===== src/rtl/igmp_pkg.sv =====
// Shared types and constants for the IGMP message parser.
// Holds the result record, the IGMP type and kind codes, and the result queue sizing.
// No dependencies.
package igmp_pkg;

    // IGMP type bytes
    localparam logic [7:0] T_QUERY = 8'h11;
    localparam logic [7:0] T_V1REP = 8'h12;
    localparam logic [7:0] T_V2REP = 8'h16;
    localparam logic [7:0] T_LEAVE = 8'h17;
    localparam logic [7:0] T_V3REP = 8'h22;

    // event codes
    localparam logic [1:0] EV_HEADER = 2'd0;
    localparam logic [1:0] EV_RECORD = 2'd1;
    localparam logic [1:0] EV_SOURCE = 2'd2;
    localparam logic [1:0] EV_END    = 2'd3;

    // message kinds
    localparam logic [2:0] K_V1_QUERY  = 3'd0;
    localparam logic [2:0] K_V2_QUERY  = 3'd1;
    localparam logic [2:0] K_V3_QUERY  = 3'd2;
    localparam logic [2:0] K_V1_REPORT = 3'd3;
    localparam logic [2:0] K_V2_REPORT = 3'd4;
    localparam logic [2:0] K_LEAVE     = 3'd5;
    localparam logic [2:0] K_V3_REPORT = 3'd6;
    localparam logic [2:0] K_UNSUPP    = 3'd7;

    // result queue: four entries, two kept free so any byte can be taken
    localparam int RQ_DEPTH = 4;
    localparam int RQ_AW    = 2;
    localparam int RQ_CW    = 3;

    typedef struct packed {
        logic [1:0]  event_res;
        logic [2:0]  msg_kind;
        logic [7:0]  max_resp_code;
        logic [15:0] checksum;
        logic [31:0] address;
        logic        suppress_flag;
        logic [2:0]  robustness;
        logic [7:0]  interval_code;
        logic [15:0] item_count;
        logic [7:0]  record_type;
        logic        truncated;
        logic        run_last;
    } igmp_result_t;

    function automatic logic [2:0] kind_of(input logic [7:0] msg_type,
                                           input logic [7:0] code);
        logic [2:0] k;
        case (msg_type)
            T_QUERY: k = (code == 8'h00) ? K_V1_QUERY : K_V3_QUERY;
            T_V1REP: k = K_V1_REPORT;
            T_V2REP: k = K_V2_REPORT;
            T_LEAVE: k = K_LEAVE;
            T_V3REP: k = K_V3_REPORT;
            default: k = K_UNSUPP;
        endcase
        return k;
    endfunction

endpackage


===== src/rtl/igmp_res_queue.sv =====
// Result queue for the IGMP message parser: four registered entries,
// up to two pushes per cycle, at most one pop per cycle while res_stall is low. Depends on igmp_pkg.
module igmp_res_queue
(
    input  logic                  clk,
    input  logic                  rst_n,
    input  logic [1:0]            push_cnt,
    input  igmp_pkg::igmp_result_t push0,
    input  igmp_pkg::igmp_result_t push1,
    output logic                  room,
    output logic                  res_valid,
    input  logic                  res_stall,
    output igmp_pkg::igmp_result_t head
);

    igmp_pkg::igmp_result_t mem_reg [igmp_pkg::RQ_DEPTH];

    logic [igmp_pkg::RQ_AW-1:0] wr_ptr_reg;
    logic [igmp_pkg::RQ_AW-1:0] wr_ptr_next;
    logic [igmp_pkg::RQ_AW-1:0] wr_ptr_inc;
    logic [igmp_pkg::RQ_AW-1:0] rd_ptr_reg;
    logic [igmp_pkg::RQ_AW-1:0] rd_ptr_next;
    logic [igmp_pkg::RQ_CW-1:0] count_reg;
    logic [igmp_pkg::RQ_CW-1:0] count_next;
    logic                       pop;

    assign res_valid   = (count_reg != '0);
    assign pop         = res_valid && !res_stall;
    assign head        = mem_reg[rd_ptr_reg];
    assign room        = (count_reg <= igmp_pkg::RQ_CW'(igmp_pkg::RQ_DEPTH - 2));
    assign wr_ptr_inc  = igmp_pkg::RQ_AW'(wr_ptr_reg + 1'b1);
    assign wr_ptr_next = igmp_pkg::RQ_AW'(wr_ptr_reg + push_cnt);
    assign rd_ptr_next = igmp_pkg::RQ_AW'(rd_ptr_reg + pop);
    assign count_next  = igmp_pkg::RQ_CW'(count_reg + push_cnt - pop);

    always_ff @(posedge clk)
    begin
        if (push_cnt != 2'd0)
        begin
            mem_reg[wr_ptr_reg] <= push0;
        end
        if (push_cnt == 2'd2)
        begin
            mem_reg[wr_ptr_inc] <= push1;
        end
    end

    always_ff @(posedge clk or negedge rst_n)
    begin
        if (!rst_n)
        begin
            wr_ptr_reg <= '0;
            rd_ptr_reg <= '0;
            count_reg  <= '0;
        end
        else
        begin
            wr_ptr_reg <= wr_ptr_next;
            rd_ptr_reg <= rd_ptr_next;
            count_reg  <= count_next;
        end
    end

    assert property (@(posedge clk) disable iff (!rst_n)
        count_reg <= igmp_pkg::RQ_CW'(igmp_pkg::RQ_DEPTH))
        else $error("result queue overfilled");

    assert property (@(posedge clk) disable iff (!rst_n)
        (push_cnt != 2'd0) |-> room)
        else $error("push into result queue without room");

    assert property (@(posedge clk) disable iff (!rst_n)
        (push_cnt == 2'd0 && !pop) |=> $stable(count_reg) && $stable(rd_ptr_reg))
        else $error("result queue changed with no push or pop");

endmodule


===== src/rtl/igmp_message_parser.sv =====
// IGMP v1/v2/v3 message parser top level: byte-wise header, record and source decode.
// Depends on igmp_pkg and igmp_res_queue.
//
// One message byte is taken per transaction, and a new byte can be taken every cycle.
// Each byte gives zero, one or two results (a header, record or source, and the end
// result on the byte flagged frame_end); they appear at the result port in order, at
// the earliest in the cycle after the byte is taken. Results wait in a four-entry
// queue; the byte side stalls only while fewer than two entries are free, so with the
// result side taking one result per cycle the block sustains one byte per cycle. The
// checksum is passed on as received and is not verified.
module igmp_message_parser
(
    input  logic        clk,
    input  logic        rst_n,
    input  logic        byte_valid,
    output logic        byte_stall,
    input  logic [7:0]  data_byte,
    input  logic        frame_end,
    output logic        res_valid,
    input  logic        res_stall,
    output logic [1:0]  event_res,
    output logic [2:0]  msg_kind,
    output logic [7:0]  max_resp_code,
    output logic [15:0] checksum,
    output logic [31:0] address,
    output logic        suppress_flag,
    output logic [2:0]  robustness,
    output logic [7:0]  interval_code,
    output logic [15:0] item_count,
    output logic [7:0]  record_type,
    output logic        truncated,
    output logic        run_last
);

    typedef enum logic [3:0] {
        PH_IDLE,
        PH_HDR,
        PH_GROUP,
        PH_QEXT,
        PH_QSRC,
        PH_RHDR,
        PH_REC,
        PH_RSRC,
        PH_AUX,
        PH_DONE,
        PH_SKIP
    } phase_t;

    phase_t      phase_reg, phase_next;
    logic [3:0]  pos_reg, pos_next;
    logic [7:0]  type_reg, type_next;
    logic [7:0]  code_reg, code_next;
    logic [15:0] csum_reg, csum_next;
    logic [31:0] acc_reg, acc_next;
    logic [15:0] records_reg, records_next;
    logic [15:0] sources_reg, sources_next;
    logic [9:0]  aux_reg, aux_next;
    logic [15:0] done_reg, done_next;
    logic [11:0] qflags_reg, qflags_next;

    logic                   accept;
    logic                   room;
    logic                   ev_valid;
    logic                   v2;
    logic [1:0]             push_cnt;
    igmp_pkg::igmp_result_t ev_res;
    igmp_pkg::igmp_result_t end_res;
    igmp_pkg::igmp_result_t push0;
    igmp_pkg::igmp_result_t head;

    assign byte_stall = !room;
    assign accept     = byte_valid && !byte_stall;

    always_comb
    begin
        phase_next   = phase_reg;
        pos_next     = pos_reg;
        type_next    = type_reg;
        code_next    = code_reg;
        csum_next    = csum_reg;
        acc_next     = acc_reg;
        records_next = records_reg;
        sources_next = sources_reg;
        aux_next     = aux_reg;
        done_next    = done_reg;
        qflags_next  = qflags_reg;
        ev_valid     = 1'b0;
        ev_res       = '0;
        end_res      = '0;
        v2           = 1'b0;

        case (phase_reg)
            PH_IDLE:
            begin
                pos_next     = '0;
                code_next    = '0;
                csum_next    = '0;
                acc_next     = '0;
                records_next = '0;
                sources_next = '0;
                aux_next     = '0;
                done_next    = '0;
                qflags_next  = '0;
                type_next    = data_byte;
                phase_next   = PH_HDR;
            end
            PH_HDR:
            begin
                if (pos_reg == 4'd0)
                begin
                    code_next = data_byte;
                    pos_next  = 4'd1;
                end
                else if (pos_reg == 4'd1)
                begin
                    csum_next = {data_byte, 8'h00};
                    pos_next  = 4'd2;
                end
                else
                begin
                    csum_next = csum_reg | {8'h00, data_byte};
                    pos_next  = '0;
                    if (type_reg == igmp_pkg::T_QUERY || type_reg == igmp_pkg::T_V1REP ||
                        type_reg == igmp_pkg::T_V2REP || type_reg == igmp_pkg::T_LEAVE)
                    begin
                        phase_next = PH_GROUP;
                    end
                    else if (type_reg == igmp_pkg::T_V3REP)
                    begin
                        phase_next = PH_RHDR;
                    end
                    else
                    begin
                        phase_next = PH_SKIP;
                    end
                end
            end
            PH_GROUP:
            begin
                acc_next = {acc_reg[23:0], data_byte};
                pos_next = 4'(pos_reg + 1'b1);
                if (pos_reg >= 4'd3)
                begin
                    pos_next = '0;
                    if (type_reg == igmp_pkg::T_QUERY && code_reg != 8'h00 && !frame_end)
                    begin
                        phase_next = PH_QEXT;
                    end
                    else
                    begin
                        // query with nonzero code ending here is v2
                        v2 = (type_reg == igmp_pkg::T_QUERY && code_reg != 8'h00);
                        ev_valid          = 1'b1;
                        ev_res.event_res  = igmp_pkg::EV_HEADER;
                        ev_res.msg_kind   = v2 ? igmp_pkg::K_V2_QUERY
                                               : igmp_pkg::kind_of(type_reg, code_reg);
                        ev_res.address    = acc_next;
                        phase_next        = PH_DONE;
                    end
                end
            end
            PH_QEXT:
            begin
                pos_next = 4'(pos_reg + 1'b1);
                if (pos_reg == 4'd0)
                begin
                    qflags_next = {data_byte[3], data_byte[2:0], 8'h00};
                end
                else if (pos_reg == 4'd1)
                begin
                    qflags_next = qflags_reg | {4'h0, data_byte};
                end
                else if (pos_reg == 4'd2)
                begin
                    sources_next = {data_byte, 8'h00};
                end
                else
                begin
                    sources_next         = sources_reg | {8'h00, data_byte};
                    ev_valid             = 1'b1;
                    ev_res.event_res     = igmp_pkg::EV_HEADER;
                    ev_res.msg_kind      = igmp_pkg::K_V3_QUERY;
                    ev_res.address       = acc_reg;
                    ev_res.suppress_flag = qflags_reg[11];
                    ev_res.robustness    = qflags_reg[10:8];
                    ev_res.interval_code = qflags_reg[7:0];
                    ev_res.item_count    = sources_next;
                    phase_next           = (sources_next != 16'd0) ? PH_QSRC : PH_DONE;
                    pos_next             = '0;
                end
            end
            PH_QSRC, PH_RSRC:
            begin
                acc_next = {acc_reg[23:0], data_byte};
                pos_next = 4'(pos_reg + 1'b1);
                if (pos_reg >= 4'd3)
                begin
                    pos_next         = '0;
                    ev_valid         = 1'b1;
                    ev_res.event_res = igmp_pkg::EV_SOURCE;
                    ev_res.msg_kind  = (phase_reg == PH_QSRC) ? igmp_pkg::K_V3_QUERY
                                                              : igmp_pkg::K_V3_REPORT;
                    ev_res.address   = acc_next;
                    sources_next     = 16'(sources_reg - 1'b1);
                    if (sources_next == 16'd0)
                    begin
                        if (phase_reg == PH_QSRC)
                        begin
                            phase_next = PH_DONE;
                        end
                        else if (aux_reg != 10'd0)
                        begin
                            phase_next = PH_AUX;
                        end
                        else if (records_reg != 16'd0)
                        begin
                            phase_next = PH_REC;
                        end
                        else
                        begin
                            phase_next = PH_DONE;
                        end
                    end
                end
            end
            PH_RHDR:
            begin
                pos_next = 4'(pos_reg + 1'b1);
                if (pos_reg == 4'd2)
                begin
                    records_next = {data_byte, 8'h00};
                end
                else if (pos_reg >= 4'd3)
                begin
                    records_next      = records_reg | {8'h00, data_byte};
                    ev_valid          = 1'b1;
                    ev_res.event_res  = igmp_pkg::EV_HEADER;
                    ev_res.msg_kind   = igmp_pkg::K_V3_REPORT;
                    ev_res.item_count = records_next;
                    phase_next        = (records_next != 16'd0) ? PH_REC : PH_DONE;
                    pos_next          = '0;
                end
            end
            PH_REC:
            begin
                case (pos_reg)
                    4'd0:    qflags_next  = {4'h0, data_byte};
                    4'd1:    aux_next     = {data_byte, 2'b00};
                    4'd2:    sources_next = {data_byte, 8'h00};
                    4'd3:    sources_next = sources_reg | {8'h00, data_byte};
                    default: acc_next     = {acc_reg[23:0], data_byte};
                endcase
                pos_next = 4'(pos_reg + 1'b1);
                if (pos_reg >= 4'd7)
                begin
                    pos_next           = '0;
                    ev_valid           = 1'b1;
                    ev_res.event_res   = igmp_pkg::EV_RECORD;
                    ev_res.msg_kind    = igmp_pkg::K_V3_REPORT;
                    ev_res.address     = acc_next;
                    ev_res.item_count  = sources_next;
                    ev_res.record_type = qflags_next[7:0];
                    records_next       = 16'(records_reg - 1'b1);
                    done_next          = 16'(done_reg + 1'b1);
                    if (sources_next != 16'd0)
                    begin
                        phase_next = PH_RSRC;
                    end
                    else if (aux_next != 10'd0)
                    begin
                        phase_next = PH_AUX;
                    end
                    else if (records_next != 16'd0)
                    begin
                        phase_next = PH_REC;
                    end
                    else
                    begin
                        phase_next = PH_DONE;
                    end
                end
            end
            PH_AUX:
            begin
                aux_next = 10'(aux_reg - 1'b1);
                if (aux_next == 10'd0)
                begin
                    pos_next = '0;
                    if (records_reg != 16'd0)
                    begin
                        phase_next = PH_REC;
                    end
                    else
                    begin
                        phase_next = PH_DONE;
                    end
                end
            end
            default:
            begin
                // done or unsupported: trailing bytes are ignored
            end
        endcase

        ev_res.max_resp_code = code_next;
        ev_res.checksum      = csum_next;
        ev_res.run_last      = !frame_end;

        end_res.event_res     = igmp_pkg::EV_END;
        end_res.msg_kind      = v2 ? igmp_pkg::K_V2_QUERY
                                   : igmp_pkg::kind_of(type_next, code_next);
        end_res.max_resp_code = code_next;
        end_res.checksum      = csum_next;
        end_res.item_count    = done_next;
        end_res.truncated     = (phase_next != PH_DONE) && (phase_next != PH_SKIP);
        end_res.run_last      = 1'b1;

        if (frame_end)
        begin
            phase_next   = PH_IDLE;
            pos_next     = '0;
            type_next    = '0;
            code_next    = '0;
            csum_next    = '0;
            acc_next     = '0;
            records_next = '0;
            sources_next = '0;
            aux_next     = '0;
            done_next    = '0;
            qflags_next  = '0;
        end
    end

    assign push_cnt = accept ? 2'({1'b0, ev_valid} + {1'b0, frame_end}) : 2'd0;
    assign push0    = ev_valid ? ev_res : end_res;

    always_ff @(posedge clk or negedge rst_n)
    begin
        if (!rst_n)
        begin
            phase_reg   <= PH_IDLE;
            pos_reg     <= '0;
            type_reg    <= '0;
            code_reg    <= '0;
            csum_reg    <= '0;
            acc_reg     <= '0;
            records_reg <= '0;
            sources_reg <= '0;
            aux_reg     <= '0;
            done_reg    <= '0;
            qflags_reg  <= '0;
        end
        else if (accept)
        begin
            phase_reg   <= phase_next;
            pos_reg     <= pos_next;
            type_reg    <= type_next;
            code_reg    <= code_next;
            csum_reg    <= csum_next;
            acc_reg     <= acc_next;
            records_reg <= records_next;
            sources_reg <= sources_next;
            aux_reg     <= aux_next;
            done_reg    <= done_next;
            qflags_reg  <= qflags_next;
        end
    end

    igmp_res_queue u_queue
    (
        .clk       (clk),
        .rst_n     (rst_n),
        .push_cnt  (push_cnt),
        .push0     (push0),
        .push1     (end_res),
        .room      (room),
        .res_valid (res_valid),
        .res_stall (res_stall),
        .head      (head)
    );

    assign event_res     = head.event_res;
    assign msg_kind      = head.msg_kind;
    assign max_resp_code = head.max_resp_code;
    assign checksum      = head.checksum;
    assign address       = head.address;
    assign suppress_flag = head.suppress_flag;
    assign robustness    = head.robustness;
    assign interval_code = head.interval_code;
    assign item_count    = head.item_count;
    assign record_type   = head.record_type;
    assign truncated     = head.truncated;
    assign run_last      = head.run_last;

    assert property (@(posedge clk) disable iff (!rst_n)
        (accept && frame_end) |=> (phase_reg == PH_IDLE) && (done_reg == 16'd0))
        else $error("parser not back to idle after final byte");

    assert property (@(posedge clk) disable iff (!rst_n)
        (push_cnt == 2'd2) |-> (ev_valid && frame_end))
        else $error("two results from a byte that is not final");

    assert property (@(posedge clk) disable iff (!rst_n)
        (phase_reg == PH_AUX) |-> (aux_reg != 10'd0))
        else $error("aux skip phase with nothing left to skip");

endmodule


===== config.mk =====
export PLATFORM = sky130hd
export DESIGN_NAME = igmp_message_parser
export DESIGN_NICKNAME = d
export VERILOG_FILES = /design/src/rtl/igmp_pkg.sv /design/src/rtl/igmp_res_queue.sv /design/src/rtl/igmp_message_parser.sv
export SDC_FILE = /design/constraint.sdc
export NUM_CORES = 1
export LEC_CHECK = 0
export BUFFER_PORTS_ARGS = -buffer_cell sky130_fd_sc_hd__buf_2
export CAP_MARGIN = 10
export CORE_ASPECT_RATIO = 2
export CORE_MARGIN = 3
export CORE_UTILIZATION = 41
export CTS_BUF_LIST = sky130_fd_sc_hd__clkbuf_4 sky130_fd_sc_hd__clkbuf_8
export CTS_CLUSTER_DIAMETER = 60
export DETAILED_ROUTE_END_ITERATION = 6
export PLACE_DENSITY = 0.58
export RECOVER_POWER = 100
export REMOVE_ABC_BUFFERS = 1
export SETUP_SLACK_MARGIN = 0.5
export SLEW_MARGIN = 20
export SYNTH_ARGS = -nofsm -noshare
export SYNTH_HDL_FRONTEND = slang
export SYNTH_SLANG_ARGS = --single-unit

===== constraint.sdc =====
create_clock -name clk -period 6.42 [get_ports clk]
set_clock_uncertainty 0.2 [all_clocks]
set_input_delay 0.642 -clock clk [delete_from_list [all_inputs] [get_ports clk]]
set_output_delay 0.642 -clock clk [all_outputs]
set_load 0.01 [all_outputs]

======== Word level (Yosys, flattened, before mapping) ========
Memory sizes are Yosys's and may differ from the RTL's.
Cells that the tools add are included.
cells by class
  $lt $le $gt $ge ......................... 3
  muxes and demuxes ....................... 122
  reduce and logical (&&, ||, !) cells .... 43
  equality and inequality tests ........... 32
  add/subtract/negate cells ............... 11
  bitwise gates (word level) .............. 4
operators with widths
  operator                 number
  $mux W16                 17
  $mux W32                 6
  $mux W60                 3
  $mux W4                  33
  $pmux W32 S4             1
  $mux W99                 1
  $pmux W16 S2             3
  $pmux W16 S3             2
  $pmux W32 S3             1
  $reduce_bool A16 Y1      5
  $eq A8 B5 Y1 const B     8
  $pmux W16 S4             1
  $mux W12                 5
  $or A16 B8 Y16           3
  $mux W8                  5
  $pmux W12 S3             1
  $pmux W4 S8              1
  $sub A16 B1 Y16 const B  2
  $mux W10                 3
  $pmux W10 S3             1
  $pmux W3 S5              2
  $pmux W4 S7              1
  $pmux W5 S5              1
  $mux W24                 1
  other kinds (47)         108
storage, ports and cells
  memories kept ........................... 1
  bits in registers ....................... 149
  memory bits (writable) .................. 396
memories
  memory           depth  bits a word  read ports  clocked after memory_dff  wr ports  line                  text
  u_queue.mem_reg  4      99           1           0                         2         igmp_res_queue.sv:16  igmp_pkg::igmp_result_t mem_reg [igmp_pkg::RQ_DEPTH];

======== Logic depth before layout (Yosys ltp) ========
Gate-level depths: netlist of the first run.
  depth after elaboration ................. 11
  mapped depth ............................ 19
  depth with buffers taken out ............ 15

======== Modules after synthesis ========
A second synthesis of the first run with hierarchy kept.
second synthesis, totals
  cells, all modules ...................... 2286
  area total of the unflattened synthesis .. 29787.3 µm²
by module, submodules not included
  module               times used  seq. area each (µm²)  cells each  area each (µm²)
  igmp_res_queue       1           12066.6               998         19352.3
  igmp_message_parser  1           3553.4                1288        10435.0

======== Least setup slack after synthesis of the first run ========
OpenSTA, ideal clock, no wires.
  kind .................................... flip-flop to flip-flop
  start point ............................. register pos_reg[0]
  end point ............................... memory u_queue.mem_reg[1][0] (netlist name)
  cell stages (with the launch flop) ...... 20
  arrival time ............................ 4.775 ns
  path buffers ............................ 4
  clock period less this slack ............ 5.094 ns
  slack ................................... 1.326 ns
  library setup time ...................... 0.119 ns
  required time ........................... 6.101 ns
  path through ............................ dfrtp_1 > inv_1 > ha_1 > or3b_1 > buf_2 > nand2_1 > nor2_1 > nor3_1 > and2_0 > clkbuf_1 > inv_2 > clkbuf_1 > ha_1 > o21ai_1 > nor2_1 > and2_1 > clkbuf_8 > nor2_1 > inv_1 > o22a_1
RTL lines
  element                 line                        text
  start, declared         igmp_message_parser.sv:50   logic [3:0] pos_reg, pos_next;
  start signal, assigned  igmp_message_parser.sv:356  pos_reg <= pos_next;
  end, declared           igmp_res_queue.sv:16

======== Final worst setup path of the first run ========
  start point ............................. register u_queue.count_reg[1] (netlist name)
  end point ............................... register acc_reg[24]
between the ends
  longest elaborated chain between the ends .. 3
ends and longest elaborated chain
  element                             line                        text
  start, declared                     igmp_res_queue.sv:23        logic [igmp_pkg::RQ_CW-1:0] count_reg;
  start signal, assigned              igmp_res_queue.sv:60        count_reg <= count_next;
  $le A3 B2 Y1                        igmp_res_queue.sv:30        assign room = (count_reg <= igmp_pkg::RQ_CW'(igmp_pkg::RQ_DEPTH - 2));
  $logic_and A1 B1 Y1                 igmp_message_parser.sv:72   assign accept = byte_valid && !byte_stall;
  $reduce_and A2 Y1 (no source line)  n/a
  end signal, assigned                igmp_message_parser.sv:360  acc_reg <= acc_next;
  end, declared                       igmp_message_parser.sv:54   logic [31:0] acc_reg, acc_next;
Every way passes these cells.
A chain may end at the register's enable or synchronous reset.

==> run_summary.xml, run 1 <==
<?xml version="1.0" encoding="UTF-8"?>
<metrics>
  <group name="status">
    <metric name="run_status" unit="">complete, but fails checks</metric>
    <metric name="failed_checks" unit="">DRC, capacitance limit, slew limit</metric>
  </group>
  <group name="floorplanning">
    <metric name="floorplan.initialDensity" unit="">0.4144</metric>
    <metric name="die_outline_width" unit="um">184.4</metric>
    <metric name="chipHeight" unit="um">362.7</metric>
    <metric name="fp.coreArea" unit="sq um">62950</metric>
    <metric name="num_io_pins" unit="">114</metric>
    <metric name="fp.dieArea" unit="sq um">66870</metric>
    <metric name="rows" unit="">130</metric>
  </group>
  <group name="clock_tree">
    <metric name="deepest_level_of_the_cts_h_tree" unit="">3</metric>
    <metric name="clkSinkCount" unit="">545</metric>
    <metric name="cts_buffer_depth" unit="">3</metric>
    <metric name="clk_pin_slew" unit="ps">70</metric>
    <metric name="cts_tree" unit="">done</metric>
    <metric name="clk-insertion-delay-late" unit="ps">690</metric>
    <metric name="cts_inserted_buffers" unit="">79</metric>
    <metric name="cts_root_buf" unit="">sky130_fd_sc_hd__clkbuf_8</metric>
  </group>
  <group name="synth">
    <metric name="yosys.area.top_type_share" unit="">0.2026</metric>
    <metric name="per_instance_average_area_after_synthesis" unit="sq um">10.32</metric>
    <metric name="synth_simple_gate_area_frac" unit="">0.1450</metric>
    <metric name="post_synth_edffs" unit="">176</metric>
    <metric name="synth-warning-count" unit="">0</metric>
    <metric name="synth_compound_area_frac" unit="">0.1865</metric>
    <metric name="post_synth_xor_area_fraction" unit="">0.008058</metric>
    <metric name="postSynthRegisterBits" unit="">545</metric>
    <metric name="dominant_combinational_cell_family_by_area_after_synthesis" unit="">compound AO/OA/AOI/OAI gates</metric>
    <metric name="synth_top_cell_by_area" unit="">sky130_fd_sc_hd__edfxtp_1</metric>
    <metric name="synth_ff_type" unit="">sky130_fd_sc_hd__dfxtp_1</metric>
    <metric name="yosys.cell_types.count" unit="">96</metric>
    <metric name="portion_of_the_post_synthesis_area_used_by_sequential_elements" unit="">0.5144</metric>
    <metric name="mappedNetlistArea" unit="sq um">26090</metric>
    <metric name="synthAdderAreaFrac" unit="">0.009881</metric>
    <metric name="postSynth.asyncResetShare" unit="">0.2734</metric>
    <metric name="ys_top_cells_by_area" unit="">sky130_fd_sc_hd__edfxtp_1, sky130_fd_sc_hd__dfxtp_1, sky130_fd_sc_hd__dfrtp_1</metric>
    <metric name="netlist_instances" unit="">2528</metric>
    <metric name="muxShareOfSynthArea" unit="">0.09300</metric>
  </group>
  <group name="sta">
    <metric name="final-hold-violation-count" unit="">0</metric>
    <metric name="remaining_max_slew_budget_at_the_tightest_pin" unit="">-1.863</metric>
    <metric name="max_clock_freq" unit="GHz">0.1723</metric>
    <metric name="rsz0062_at_grt" unit="">false</metric>
    <metric name="final.min_clock_period" unit="ps">5805</metric>
    <metric name="finalSetupViolCount" unit="">0</metric>
    <metric name="timing.hold.ws" unit="ps">194.7</metric>
    <metric name="share_of_the_clock_period_used_by_the_worst_path" unit="">0.9042</metric>
    <metric name="timing_worst_slew_pin_value" unit="ps">4294</metric>
    <metric name="finalMaxSlewViolations" unit="">221</metric>
  </group>
  <group name="layout">
    <metric name="finalNetCount" unit="">2596</metric>
    <metric name="largest_register_ff_count" unit="">396</metric>
    <metric name="drive_above_1_share" unit="">0.1335</metric>
    <metric name="postLayoutCoreUtil" unit="">0.4568</metric>
    <metric name="stdcell_area" unit="sq um">28760</metric>
    <metric name="flow.area_growth_from_synthesis" unit="%">10.23</metric>
  </group>
  <group name="setup_path">
    <metric name="path_class" unit="">flip-flop to flip-flop</metric>
    <metric name="cp.required" unit="ps">6820</metric>
    <metric name="timing.reg2reg.setup_slack" unit="ps">610</metric>
    <metric name="cp_slowest_stage_delay" unit="ps">1400</metric>
    <metric name="critPathArrivalTime" unit="ps">6200</metric>
    <metric name="start_kind" unit="">flip-flop</metric>
    <metric name="critical_path.slowest_cell" unit="">sky130_fd_sc_hd__clkbuf_1</metric>
    <metric name="path_buf_inv" unit="">1</metric>
    <metric name="worst-path-max-fanout" unit="">39</metric>
    <metric name="end_kind" unit="">flip-flop</metric>
    <metric name="critical_path.top_delay_family" unit="">simple AND/OR/NAND/NOR gates</metric>
    <metric name="timing.critical_path.cells" unit="">a21oi_1 &gt; and2_0 &gt; nand2_1 &gt; nor3_1 &gt; clkbuf_1 &gt; a22o_1</metric>
  </group>
  <group name="detailed_routing">
    <metric name="drt_pass1_iterations" unit="">7</metric>
    <metric name="detail_route.iter0.violations" unit="">2157</metric>
    <metric name="remaining_drc_errors" unit="">3</metric>
    <metric name="via_count" unit="">21720</metric>
    <metric name="routed_wirelength" unit="um">87760</metric>
    <metric name="viasPerCell" unit="">6.344</metric>
    <metric name="detail-route-antenna-nets" unit="">0</metric>
    <metric name="post_drt_wl_per_cell" unit="um">25.63</metric>
  </group>
  <group name="global_routing">
    <metric name="initial_antenna_violation_count" unit="">2</metric>
    <metric name="global_route_usage_over_all_layers" unit="">0.2586</metric>
    <metric name="first_global_vias" unit="">22010</metric>
    <metric name="globalRouteOverflowTotal" unit="">0</metric>
    <metric name="grt_max_degree" unit="">101</metric>
    <metric name="grt_first_pass_wirelength" unit="um">132700</metric>
  </group>
  <group name="pwr">
    <metric name="power.ir.vdd_worst" unit="V">0.0003217</metric>
    <metric name="cellLeakagePower" unit="uW">0.01006</metric>
    <metric name="power_density" unit="nW/um^2">350.0</metric>
  </group>
  <group name="place">
    <metric name="port_buffers" unit="">113</metric>
    <metric name="gp_congestion" unit="">0.9453</metric>
    <metric name="placed_area" unit="sq um">27340</metric>
    <metric name="hpwlAfterDp" unit="um">56320</metric>
  </group>
  <group name="worst_hold_path">
    <metric name="worst_hold_path_type" unit="">primary input to flip-flop</metric>
  </group>
  <group name="flow_run">
    <metric name="drv.max_cap_violation_count" unit="">7</metric>
  </group>
</metrics>
cells in the mapped netlist (all sizes together), types with 15 or more instances:
cell type	n
mux4	99
nor4	24
dfrtp	149
nand2	166
nor3	41
ha	19
nand3	245
a22o	74
or3	18
buf	32
a22oi	72
edfxtp	176
nor2	199
a21oi	79
o22ai	55
o21a	15
clkbuf	191
a222oi	21
o31ai	20
dfxtp	220
o21ai	371
inv	33
through the flow:
step                TNS, ps  setup slack [ps]  power (uW)  instances
floorplan           -489450             -1333        6018       2305
global placement          0              1227        7235       3273
detailed placement        0              1028        7261       3273
CTS                       0              1001       10170       3422
global route              0             351.9       10520       3423
finish                    0             614.9       10070       3424
where the power goes:
| part | switching (uW) | total (uW) | internal, uW | leakage [uW] |
|---|---|---|---|---|
| sequential | 332 | 4110 | 3780 | 0.00547 |
| combinational | 2000 | 3040 | 1050 | 0.00371 |
| clock | 1410 | 2910 | 1500 | 0.000875 |
| total | 3730 | 10100 | 6330 | 0.0101 |
tightest hold or removal path, cell delays in order:
cell and delay (ps):
sky130_fd_sc_hd__buf_2 80, sky130_fd_sc_hd__nor2b_1 50, sky130_fd_sc_hd__ha_1 260
layout by cell type, fill, tap and decap left out, drive strengths merged, types with 74 or more instances in the layout:
cell | synthesis | routed
o21ai | 371 | 371
nand3 | 245 | 245
edfxtp | 176 | 176
nand2 | 166 | 166
dfrtp | 149 | 149
dfxtp | 220 | 220
mux4 | 99 | 99
a21oi | 79 | 79
clkbuf | 191 | 232
nor2 | 199 | 199
a22o | 74 | 74
path summary, 6_finish.rpt:
check	start	end	cells after the start
setup / recovery	u_queue.count_reg[1]	acc_reg[24]	6
hold / removal	res_stall	u_queue.rd_ptr_reg[0]	3
setup reg to reg	u_queue.count_reg[1]	acc_reg[24]	6
hold reg to reg	u_queue.mem_reg[3][0]	u_queue.mem_reg[3][0]	1
max in group asynchronous	rst_n	u_queue.rd_ptr_reg[1]	3
min in group asynchronous	rst_n	csum_reg[10]	2
layout make-up:
| class | count | area [sq um] |
|---|---|---|
| sequential | 545 | 13420 |
| fill | 5959 | 34190 |
| inverter | 34 | 127.6 |
| antenna | 2 | 5.005 |
| clock buffer | 117 | 1448 |
| timing repair buffer | 177 | 988.4 |
| tap | 792 | 991.0 |
| clock inverter | 31 | 192.7 |
| multi-input combinational | 1726 | 11580 |
logic make-up after synthesis:
family	count (synthesis)
AND/OR/NAND/NOR	786
AO/OA/AOI/OAI	779
flip-flops	545
buffers and inverters	257
multiplexers	117
XOR/XNOR	24
adder cells (fa/ha/maj)	20
per-layer routing:
metal | vias to the layer above | track usage | part of all wire
met4 | 2 | 0.1506 | 0.061
met3 | 264 | 0.03588 | 0.056
met2 | 921 | 0.4593 | 0.52
met1 | 10900 | 0.2928 | 0.37
met5 | - | 0 | 0.00014
li1 | 9636 | - | -
repair_timing:
item | CTS | global route
endpoints found under the hold margin | 60 | 0
buffers inserted | 0 | 0
hold buffers | 1 | 0
resized for setup | 0 | 0
Power figures use the tool's default switching activity.
==> run 2, diff against run 1 <==
Settings changed: GPL_TIMING_DRIVEN set to 0.
==> run 2 against run 1 <==
  * The run still ends with DRC, capacitance limit, slew limit left
  * Utilization rose by 0.84 points
  * Sequential share of layout area fell by 0.84 points
  * Global-route usage barely moved
  * Routed wire length hardly changed
  * Critical path type unchanged
  * Critical endpoint is now u_queue.mem_reg[2][72]
  * Highest routed layer is now met4
==> run_summary.xml, run 2 (synthesis gave the netlist of run 1 again) <==
<?xml version="1.0" encoding="UTF-8"?>
<metrics>
  <group name="status">
    <metric name="run_status" unit="">complete, but fails checks</metric>
    <metric name="failed_checks" unit="">DRC, capacitance limit, slew limit</metric>
  </group>
  <group name="floorplanning">
    <metric name="chipHeight" unit="um">362.7</metric>
    <metric name="floorplan.initialDensity" unit="">0.4144</metric>
    <metric name="die_outline_width" unit="um">184.4</metric>
    <metric name="rows" unit="">130</metric>
    <metric name="fp.coreArea" unit="sq um">62950</metric>
    <metric name="fp.dieArea" unit="sq um">66870</metric>
    <metric name="num_io_pins" unit="">114</metric>
  </group>
  <group name="clock_tree">
    <metric name="deepest_level_of_the_cts_h_tree" unit="">3</metric>
    <metric name="cts_root_buf" unit="">sky130_fd_sc_hd__clkbuf_8</metric>
    <metric name="clk_pin_slew" unit="ps">70</metric>
    <metric name="cts_inserted_buffers" unit="">79</metric>
    <metric name="cts_buffer_depth" unit="">3</metric>
    <metric name="clkSinkCount" unit="">545</metric>
    <metric name="cts_tree" unit="">done</metric>
    <metric name="clk-insertion-delay-late" unit="ps">670</metric>
  </group>
  <group name="detailed_routing">
    <metric name="routed-wl-met3" unit="um">5740</metric>
    <metric name="drt_pass1_iterations" unit="">7</metric>
    <metric name="viasPerCell" unit="">6.395</metric>
    <metric name="wirelength_met1" unit="um">32400</metric>
    <metric name="routed_wirelength" unit="um">87770</metric>
    <metric name="remaining_drc_errors" unit="">1</metric>
    <metric name="post_drt_wl_per_cell" unit="um">25.67</metric>
    <metric name="detail_route.iter0.violations" unit="">2170</metric>
    <metric name="detail-route-antenna-nets" unit="">0</metric>
    <metric name="via_count" unit="">21870</metric>
    <metric name="met2RoutedLength" unit="um">44520</metric>
    <metric name="topRoutingLayerUsed" unit="">met4</metric>
  </group>
  <group name="layout">
    <metric name="drive_above_1_share" unit="">0.1383</metric>
    <metric name="stdcell_area" unit="sq um">29280</metric>
    <metric name="flow.area_growth_from_synthesis" unit="%">12.25</metric>
    <metric name="most-common-layout-cells" unit="">sky130_fd_sc_hd__o21ai_0, sky130_fd_sc_hd__nand3_1, sky130_fd_sc_hd__dfxtp_1</metric>
    <metric name="largest_register_ff_count" unit="">396</metric>
    <metric name="layout_commonest_cell" unit="">sky130_fd_sc_hd__o21ai_0</metric>
    <metric name="finalNetCount" unit="">2593</metric>
  </group>
  <group name="sta">
    <metric name="timing_worst_slew_pin_value" unit="ps">2978</metric>
    <metric name="remaining_max_slew_budget_at_the_tightest_pin" unit="">-0.9854</metric>
    <metric name="finalSetupViolCount" unit="">0</metric>
    <metric name="timing.hold.ws" unit="ps">193.6</metric>
    <metric name="max_clock_freq" unit="GHz">0.1674</metric>
    <metric name="finalWorstSetupSlack" unit="ps">444.9</metric>
    <metric name="rsz0062_at_grt" unit="">false</metric>
    <metric name="final.min_clock_period" unit="ps">5975</metric>
    <metric name="finalMaxSlewViolations" unit="">193</metric>
    <metric name="share_of_the_clock_period_used_by_the_worst_path" unit="">0.9307</metric>
    <metric name="final-hold-violation-count" unit="">0</metric>
  </group>
  <group name="setup_path">
    <metric name="cp_slowest_stage_delay" unit="ps">680</metric>
    <metric name="path_buf_inv" unit="">4</metric>
    <metric name="timing.critical_path.depth" unit="">14</metric>
    <metric name="start_kind" unit="">flip-flop</metric>
    <metric name="timing.critical_path.cells" unit="">inv_1 &gt; ha_1 &gt; or3b_1 &gt; nand2_1 &gt; nor2_4 &gt; nor3_2 &gt; and2_2 &gt; inv_2 &gt; ha_1 &gt; o21ai_2 &gt; nor3_4 &gt; nor2_4 &gt; buf_16 &gt; inv_6</metric>
    <metric name="timing.reg2reg.setup_slack" unit="ps">440</metric>
    <metric name="cp.required" unit="ps">6500</metric>
    <metric name="critPathArrivalTime" unit="ps">6060</metric>
    <metric name="path_class" unit="">flip-flop to flip-flop</metric>
    <metric name="critical_path.top_delay_family" unit="">simple AND/OR/NAND/NOR gates</metric>
    <metric name="worst_r2r_endpoint" unit="">u_queue.mem_reg[2][72]</metric>
    <metric name="critical_path.reg2reg.startpoint" unit="">pos_reg[0]</metric>
    <metric name="end_kind" unit="">flip-flop</metric>
    <metric name="register_to_register_path_depth" unit="">14</metric>
    <metric name="critical_path.slowest_cell" unit="">sky130_fd_sc_hd__or3b_1</metric>
    <metric name="worst-path-max-fanout" unit="">45</metric>
  </group>
  <group name="place">
    <metric name="hpwlAfterDp" unit="um">57400</metric>
    <metric name="post-place-ws" unit="ps">-603.8</metric>
    <metric name="gp_congestion" unit="">0.9037</metric>
    <metric name="port_buffers" unit="">113</metric>
    <metric name="placed_area" unit="sq um">27770</metric>
  </group>
  <group name="flow_run">
    <metric name="drv.max_cap_violation_count" unit="">6</metric>
  </group>
  <group name="pwr">
    <metric name="power_density" unit="nW/um^2">350.9</metric>
    <metric name="cellLeakagePower" unit="uW">0.01023</metric>
    <metric name="power.ir.vdd_worst" unit="V">0.0001852</metric>
    <metric name="total_power" unit="uW">10280</metric>
  </group>
  <group name="global_routing">
    <metric name="global_route_usage_over_all_layers" unit="">0.2587</metric>
    <metric name="globalRouteOverflowTotal" unit="">0</metric>
    <metric name="initial_antenna_violation_count" unit="">3</metric>
    <metric name="grt_first_pass_wirelength" unit="um">132800</metric>
    <metric name="first_global_vias" unit="">22270</metric>
    <metric name="grt_max_degree" unit="">74</metric>
  </group>
  <group name="worst_hold_path">
    <metric name="min_to" unit="">u_queue.rd_ptr_reg[0]</metric>
    <metric name="hold_path.startpoint" unit="">res_stall</metric>
    <metric name="timing.hold.worst_path_depth" unit="">3</metric>
    <metric name="worst_hold_path_type" unit="">primary input to flip-flop</metric>
  </group>
</metrics>
run 2: cell types whose count changed in the layout (fill, tap and decap cells not counted), sizes merged:
| cell | delta |
|---|---|
| buf | -2 |
| bufinv | +5 |
| clkbuf | -6 |
| clkinv | -3 |
| clkinvlp | +4 |
| inv | -3 |
run 2: stage by stage:
step | util | instances | setup TNS [ps]
floorplan | - | 2305 | -489450
global placement | 0.4233 | 3210 | -3760750
detailed placement | 0.4412 | 3262 | -102360
CTS | 0.4694 | 3409 | 0
global route | 0.4652 | 3418 | 0
finish | 0.4652 | 3419 | 0
run 2: layer usage:
metal  global-route usage  vias up
met2               0.4521     1043
met1               0.3007    10890
met4               0.1420        0
met5                    0        -
met3              0.04019      283
li1                     -     9654
run 2: what timing repair did:
item,in CTS,in global routing
hold buffers,1,0
pin swaps,1,3
gates cloned,0,0
endpoints found under the setup margin,540,238
resized for setup,11,5
hold endpoints to repair,43,0
setup buffers,0,8
run 2: layout make-up:
| cell class | instances | area [sq um] |
|---|---|---|
| Timing Repair Buffer | 174 | 1303 |
| Inverter | 34 | 140.1 |
| Tap cell | 792 | 991.0 |
| Clock buffer | 112 | 1398 |
| Fill cell | 5894 | 33660 |
| Multi-Input combinational cell | 1726 | 11700 |
| Antenna cell | 2 | 5.005 |
| Clock inverter | 34 | 326.6 |
| Sequential cell | 545 | 13420 |
run 2: how the worst max path moves through the flow:
stage / start / to / slack, ps
CTS: pos_reg[0] / u_queue.mem_reg[1][0] / 510
floorplan: pos_reg[0] / u_queue.mem_reg[1][0] / -1330
global placement: pos_reg[0] / u_queue.mem_reg[1][0] / -7560
global route: pos_reg[0] / u_queue.mem_reg[1][91] / 260
finish: pos_reg[0] / u_queue.mem_reg[2][72] / 440
detailed placement: pos_reg[0] / u_queue.mem_reg[3][84] / -600
run 2: where the power goes:
group | switching [uW] | total (uW) | internal, uW | leakage (uW)
Clock | 1410 | 3070 | 1660 | 0.000888
Sequential | 338 | 4120 | 3780 | 0.00547
Combinational | 2000 | 3090 | 1090 | 0.00387
Total | 3750 | 10300 | 6530 | 0.0102
run 2: worst reg2reg max path, stage by stage (launching register included):
cell and delay, ps:
sky130_fd_sc_hd__dfrtp_1 440, sky130_fd_sc_hd__inv_1 110, sky130_fd_sc_hd__ha_1 180, sky130_fd_sc_hd__or3b_1 680, sky130_fd_sc_hd__nand2_1 460, sky130_fd_sc_hd__nor2_4 110, sky130_fd_sc_hd__nor3_2 470, sky130_fd_sc_hd__and2_2 440
sky130_fd_sc_hd__inv_2 270, sky130_fd_sc_hd__ha_1 540, sky130_fd_sc_hd__o21ai_2 200, sky130_fd_sc_hd__nor3_4 580, sky130_fd_sc_hd__nor2_4 220, sky130_fd_sc_hd__buf_16 230, sky130_fd_sc_hd__inv_6 420
